### src/brf_pkg.sv
// shared types and constants for the byte ring fifo with message admission
package brf_pkg;

   // field widths of the stream words and registers
   localparam int BYTE_W   = 8;
   localparam int LEN_W    = 13;
   localparam int FILL_W   = 13;
   localparam int MODE_W   = 2;
   localparam int STATUS_W = 2;
   localparam int REG_W    = 13;
   localparam int REG_IDX_W = 1;

   // packed word widths; the data words are padded to whole bytes
   localparam int REQ_DATA_W = 24;
   localparam int REQ_USER_W = 3;
   localparam int RSP_DATA_W = 24;
   localparam int RSP_USER_W = 3;

   // defaults
   localparam int DEPTH_DEF     = 4096;
   localparam int MAX_BURST_DEF = 64;
   localparam int SIZE_RST      = 4096;

   // item kinds
   localparam logic [MODE_W-1:0] MODE_WRITE  = 2'd0;
   localparam logic [MODE_W-1:0] MODE_READ   = 2'd1;
   localparam logic [MODE_W-1:0] MODE_CLEAR  = 2'd2;
   localparam logic [MODE_W-1:0] MODE_UNUSED = 2'd3;

   // result status codes
   localparam logic [STATUS_W-1:0] STATUS_OK      = 2'd0;
   localparam logic [STATUS_W-1:0] STATUS_REJECT  = 2'd1;
   localparam logic [STATUS_W-1:0] STATUS_CLEARED = 2'd2;
   localparam logic [STATUS_W-1:0] STATUS_EMPTY   = 2'd3;

   // register indexes
   localparam logic [REG_IDX_W-1:0] REG_AUTO_CLEAR  = 1'd0;
   localparam logic [REG_IDX_W-1:0] REG_BUFFER_SIZE = 1'd1;

   typedef enum logic {
      S_IDLE,
      S_BURST
   } ctrl_state_type;

   // result description handed from the controller to the output pipeline
   typedef struct packed {
      logic                from_mem;
      logic                last;
      logic [STATUS_W-1:0] status;
      logic [FILL_W-1:0]   fill;
   } rsp_meta_type;

endpackage

### src/brf_ctrl.sv
// pointer, fill and admission control with read burst sequencer
module brf_ctrl
   import brf_pkg::*;
#(
   parameter int DEPTH     = DEPTH_DEF,
   parameter int MAX_BURST = MAX_BURST_DEF
) (
   input  logic                     clock,
   input  logic                     reset,
   // item side
   input  logic                     req_valid,
   output logic                     req_ready,
   input  logic [MODE_W-1:0]        mode,
   input  logic [BYTE_W-1:0]        data_in,
   input  logic                     first_of_message,
   input  logic [LEN_W-1:0]         length,
   // register writes
   input  logic                     csr_we,
   input  logic [REG_IDX_W-1:0]     csr_index,
   input  logic [REG_W-1:0]         csr_wdata,
   // ram ports
   output logic                     wr_en,
   output logic [$clog2(DEPTH)-1:0] wr_addr,
   output logic [BYTE_W-1:0]        wr_data,
   output logic                     rd_en,
   output logic [$clog2(DEPTH)-1:0] rd_addr,
   // result stage
   input  logic                     stage_free,
   output logic                     stage_load,
   output rsp_meta_type             stage_meta
);

   localparam int AW = $clog2(DEPTH);
   localparam int CW = $clog2(DEPTH + 1);
   localparam int W  = ((CW > LEN_W) ? CW : LEN_W) + 1;
   localparam int BW = $clog2(MAX_BURST + 1);
   localparam int RST_EFF = (DEPTH < SIZE_RST) ? DEPTH : SIZE_RST;

   ctrl_state_type   state_ff, state_in;
   logic [AW-1:0]    head_ff, head_in;
   logic [CW-1:0]    fill_ff, fill_in;
   logic [CW-1:0]    size_ff, size_in;
   logic             acc_ff, acc_in;
   logic             auto_ff, auto_in;
   logic [BW-1:0]    cnt_ff, cnt_in;

   logic             accept;
   logic [W-1:0]     fill_w, len_w, size_w, cfg_w;
   logic [W-1:0]     burst_min, burst_n;
   logic             burst_go;

   // write path scratch
   logic             w_acc, w_clr;
   logic [STATUS_W-1:0] w_stat;
   logic [W-1:0]     w_fill, w_pos;
   logic [AW-1:0]    w_head;
   logic [CW-1:0]    head_inc;

   assign accept = req_valid && req_ready;
   assign req_ready = (state_ff == S_IDLE) && stage_free;

   assign fill_w = W'(fill_ff);
   assign len_w  = W'(length);
   assign size_w = W'(size_ff);
   assign cfg_w  = W'(csr_wdata);

   assign burst_min = (len_w < fill_w) ? len_w : fill_w;
   assign burst_n   = (burst_min > W'(MAX_BURST)) ? W'(MAX_BURST) : burst_min;
   assign burst_go  = (fill_ff != '0) && (burst_n != '0);

   assign head_inc = CW'(head_ff) + CW'(1);

   // admission decision for a write byte
   always_comb begin
      w_acc  = acc_ff;
      w_clr  = 1'b0;
      w_stat = STATUS_OK;
      if (first_of_message) begin
         if (length == '0) begin
            w_acc = 1'b0;
         end else if (fill_w + len_w > size_w) begin
            if (auto_ff && (len_w <= size_w)) begin
               w_clr  = 1'b1;
               w_acc  = 1'b1;
               w_stat = STATUS_CLEARED;
            end else begin
               w_acc = 1'b0;
            end
         end else begin
            w_acc = 1'b1;
         end
      end
      w_fill = w_clr ? '0 : fill_w;
      w_head = w_clr ? '0 : head_ff;
      w_pos  = W'(w_head) + w_fill;
      if (w_pos >= size_w) begin
         w_pos = w_pos - size_w;
      end
      if (!w_acc || (w_fill >= size_w)) begin
         w_stat = STATUS_REJECT;
      end
   end

   // next state
   always_comb begin
      state_in = state_ff;
      unique case (state_ff)
         S_IDLE: begin
            if (accept && (mode == MODE_READ) && burst_go) begin
               state_in = S_BURST;
            end
         end
         S_BURST: begin
            if (stage_free && (cnt_ff == BW'(1))) begin
               state_in = S_IDLE;
            end
         end
         default: state_in = S_IDLE;
      endcase
   end

   // datapath and outputs
   always_comb begin
      head_in    = head_ff;
      fill_in    = fill_ff;
      size_in    = size_ff;
      acc_in     = acc_ff;
      auto_in    = auto_ff;
      cnt_in     = cnt_ff;
      wr_en      = 1'b0;
      wr_addr    = w_pos[AW-1:0];
      wr_data    = data_in;
      rd_en      = 1'b0;
      rd_addr    = head_ff;
      stage_load = 1'b0;
      stage_meta = '{from_mem: 1'b0, last: 1'b1, status: STATUS_OK,
                     fill: FILL_W'(fill_ff)};

      priority if (csr_we) begin
         unique case (csr_index)
            REG_AUTO_CLEAR: auto_in = csr_wdata[0];
            REG_BUFFER_SIZE: begin
               if (csr_wdata == '0) begin
                  size_in = CW'(1);
               end else if (cfg_w > W'(DEPTH)) begin
                  size_in = CW'(DEPTH);
               end else begin
                  size_in = CW'(csr_wdata);
               end
               head_in = '0;
               fill_in = '0;
               acc_in  = 1'b0;
            end
            default: ;
         endcase
      end else if (accept) begin
         stage_load = 1'b1;
         unique case (mode)
            MODE_WRITE: begin
               acc_in  = w_acc;
               head_in = w_head;
               fill_in = CW'(w_fill);
               if (w_stat != STATUS_REJECT) begin
                  wr_en   = 1'b1;
                  fill_in = CW'(w_fill) + CW'(1);
               end
               stage_meta.status = w_stat;
               stage_meta.fill   = FILL_W'(fill_in);
            end
            MODE_READ: begin
               if (fill_ff == '0) begin
                  stage_meta.status = STATUS_EMPTY;
               end else if (burst_go) begin
                  // results come from the burst cycles instead
                  stage_load = 1'b0;
                  cnt_in     = BW'(burst_n);
               end
            end
            MODE_CLEAR: begin
               head_in = '0;
               fill_in = '0;
               acc_in  = 1'b0;
               stage_meta.fill = '0;
            end
            MODE_UNUSED: ;
            default: ;
         endcase
      end else if ((state_ff == S_BURST) && stage_free) begin
         // pop one byte from the head
         rd_en      = 1'b1;
         stage_load = 1'b1;
         head_in    = (head_inc >= size_ff) ? '0 : head_inc[AW-1:0];
         fill_in    = fill_ff - CW'(1);
         cnt_in     = cnt_ff - BW'(1);
         stage_meta.from_mem = 1'b1;
         stage_meta.last     = (cnt_ff == BW'(1));
         stage_meta.fill     = FILL_W'(fill_in);
      end else begin
         // nothing moves this cycle
      end
   end

   always_ff @(posedge clock) begin
      if (reset) begin
         state_ff <= S_IDLE;
         head_ff  <= '0;
         fill_ff  <= '0;
         size_ff  <= CW'(RST_EFF);
         acc_ff   <= 1'b0;
         auto_ff  <= 1'b0;
         cnt_ff   <= '0;
      end else begin
         state_ff <= state_in;
         head_ff  <= head_in;
         fill_ff  <= fill_in;
         size_ff  <= size_in;
         acc_ff   <= acc_in;
         auto_ff  <= auto_in;
         cnt_ff   <= cnt_in;
      end
   end

endmodule

### config.mk
export PLATFORM = sky130hd
export DESIGN_NAME = brf_ctrl
export DESIGN_NICKNAME = d
export VERILOG_FILES = /design/src/brf_pkg.sv /design/src/brf_ctrl.sv
export SDC_FILE = /design/constraint.sdc
export NUM_CORES = 1
export LEC_CHECK = 0
export BUFFER_PORTS_ARGS = -buffer_cell sky130_fd_sc_hd__buf_4
export CAP_MARGIN = 20
export CORE_ASPECT_RATIO = 2
export CORE_MARGIN = 1.5
export CORE_UTILIZATION = 54
export DETAILED_ROUTE_END_ITERATION = 8
export PLACE_DENSITY = 0.85
export SLEW_MARGIN = 10
export SYNTH_ARGS = -nofsm -noshare
export SYNTH_HDL_FRONTEND = slang
export SYNTH_SLANG_ARGS = --single-unit
### constraint.sdc
create_clock -name clock -period 8.5 [get_ports clock]
set_clock_uncertainty 0.2 [all_clocks]
set_input_delay 0.425 -clock clock [delete_from_list [all_inputs] [get_ports clock]]
set_output_delay 0.425 -clock clock [all_outputs]
set_load 0.1 [all_outputs]
==> run metrics <==
clk_lat worst skew=310 ps; final worst setup slack=281.0 ps; slowest CP cell=a2111oi_2; post-route cell area=0.008280 mm2; asr flop ratio synth=0%; CP arrival=7590 ps; WL per Instance=21.04 um; drt first pass iters=5; WS Path Type=flop to output pin; dpl cell area=0.007870 mm2; max frequency=0.1217 GHz; Yosys cell types=80; IO buf count=79; antenna viol nets, final=0; Reg clk slew, reported paths=80 ps; cts bufs inserted=5; most used routing layer in global routing=met2; count of final setup violators=0; mapped cell area=0.006979 mm2; Max-Cap Viols=0; Max VDD drop=149.9 uV; Synth Register Bits=48; Die Y=163.8 um; register area=963.4 um2; crit-path max cell delay=390 ps; Final GP Congestion=0.9960; kind of end point of the critical path=output pin; Crit path top cell by count=ha_1; Hold Violations, Final=0; WHS=157.1 ps; DP HPWL=19,280 um; most frequent cell after synthesis=ha_1; layout cells sized above 1=19.17%; RSZ-0062 raised after global routing=true; Avg Inst Size Synth=7.513 um2; Synth area leaders=ha_1 (19%), dfxtp_1 (14%), a21oi_1 (6.2%), nor2_1 (4.6%), xnor2_1 (3.9%); Slew Limit Headroom=39.94%; Total GRT Usage=34.64%; initial core utilization=55.27%; depth of the CTS H-tree=2; GR Util met2=65.23%; Multi-input gate area=0.005791 mm2; Tmin final=8219 ps; status=completed; area leader, netlist=ha_1; DIE AREA=0.01366 mm2; area grow syn2layout=18.64%; sequential element share of the synthesized area=13.77%; global route overflow=0; post-place setup slack=-74.86 ps; post-synth top area share=19.36%; fin crit share=96.69%; synth warn=0; Pwr Density=102.9 mW/mm2; CP max FO=8; Post-synth EDFFs=0; Post-Syn Instances=929; CTS tree=yes; DR vias=7,819; GRT met3 Usage=3.618%; # diodes=0; number of antenna violations at the first check in global routing=0; Clock Sinks=48; total power=852.3 uW; leak pwr=0.003636 uW; most instantiated cells after synthesis=ha_1 (108), a21oi_1 (86), nor2_1 (85); met1 Resource Use GR=32.81%; largest net degree at the start of global routing=48; vias in the first global route=7,556; number of remaining DRC errors=0; Routed WL=24,450 um; IO Pins=96; DIE WIDTH=83.39 um; Initial DRC Count=486; Placeable Area=0.01263 mm2; Setup TNS Final=0 ps; worst-margin pin slew=900.9 ps; hold crit path type=input port to flop; Cell Rows=58; Setup crit start kind=flop; Root Buffer=clkbuf_16; synthesized net count=1,083; final net count=1,165; WP data required=7880 ps; vias per inst=6.729; global-route wire length before repair=37,380 um; Post-synth top flop=dfxtp_1; Fillers=1,129; clock tree buffer depth=2; final-report max-slew violation count=0
-- metrics by stage --
step	cells	utilization, %
5_1_grt	1162	65.58
3_3_place_gp	1149	62.33
3_5_place_dp	1149	62.33
2_1_floorplan	929	-
4_1_cts	1158	63.95
6_report	1162	65.58
-- layer usage --
layer	part of all wire, %	vias to the layer above
li1	-	3594
met1	33	3640
met2	51	432
met3	5.7	153
met4	10	0
met5	0	-
-- what timing repair did --
action | in CTS | in global routing
gates cloned | 1 | 0
buffers inserted | 0 | 4
hold buffers | 0 | 0
setup endpoints to repair | 12 | 14
resized for setup | 7 | 47
pin swaps | 2 | 10
-- power by group --
| part | leakage (uW) | switching, uW | internal [uW] |
|---|---|---|---|
| Sequential | 0.000389 | 4.78 | 229 |
| Clock | 0.0000804 | 100 | 140 |
| Combinational | 0.00317 | 242 | 136 |
| Total | 0.00364 | 347 | 505 |
-- worst max-delay path, delay by kind of cell, from the launching register on --
| family | cells | cell delay, ps |
|---|---|---|
| xor+xnor | 1 | 90 |
| buf+inv | 3 | 390 |
| flops | 1 | 360 |
| compound gates | 15 | 3080 |
| fa+ha+maj | 4 | 1210 |
| mux | 1 | 390 |
| simple gates | 11 | 1780 |
-- worst paths after layout --
kind                         endpoint  depth (start not counted)                      from  slack (ps)
max                        wr_addr[6]                         35   fill_ff[2]$_SDFFE_PP0N_         280
min           size_ff[8]$_SDFFE_PP0P_                          3              csr_wdata[8]         160
max reg2reg   fill_ff[8]$_SDFFE_PP0N_                         29   fill_ff[2]$_SDFFE_PP0N_        1510
min reg2reg  size_ff[12]$_SDFFE_PP1P_                          1  size_ff[12]$_SDFFE_PP1P_         280
-- layout by cell type, fill, tap and decap left out, types with 29 or more instances in the layout --
cell type / Yosys / final
buf_4: 10 / 115
nand3_1: 29 / 29
a21oi_1: 86 / 81
dfxtp_1: 48 / 46
nor2_1: 85 / 84
nand2_1: 57 / 56
xnor2_1: 31 / 31
ha_1: 108 / 105
inv_1: 48 / 48
o21ai_0: 38 / 35
-- state kept, by name (all words and copies together), names as in the netlist --
register  flops
acc_ff        1
auto_ff       1
cnt_ff        7
fill_ff      13
rd_addr      12
size_ff      13
state_ff      1
-- kinds of logic (layout without fill, tap and decap cells) --
| group | after synthesis | in the layout | share of synthesized area (%) |
|---|---|---|---|
| DFF | 48 | 48 | 13.77 |
| buffers and inverters | 101 | 183 | 6.257 |
| xor gates and xnor gates | 48 | 48 | 6.024 |
| adders and majority gates | 111 | 111 | 20.22 |
| AOI/OAI and AO/OA | 287 | 288 | 27.34 |
| and+or+nand+nor | 320 | 320 | 24.18 |
| muxes | 14 | 14 | 2.205 |
-- area by class of cell --
class	instances	area share, %
Timing Repair Buffer	124	11.76
Clock inverter	3	0.5591
Multi-Input combinational cell	781	69.93
Sequential cell	48	11.63
Clock buffer	5	1.511
Tap cell	150	2.267
Inverter	51	2.342
No activity file was read; power rests on OpenSTA's default activity.
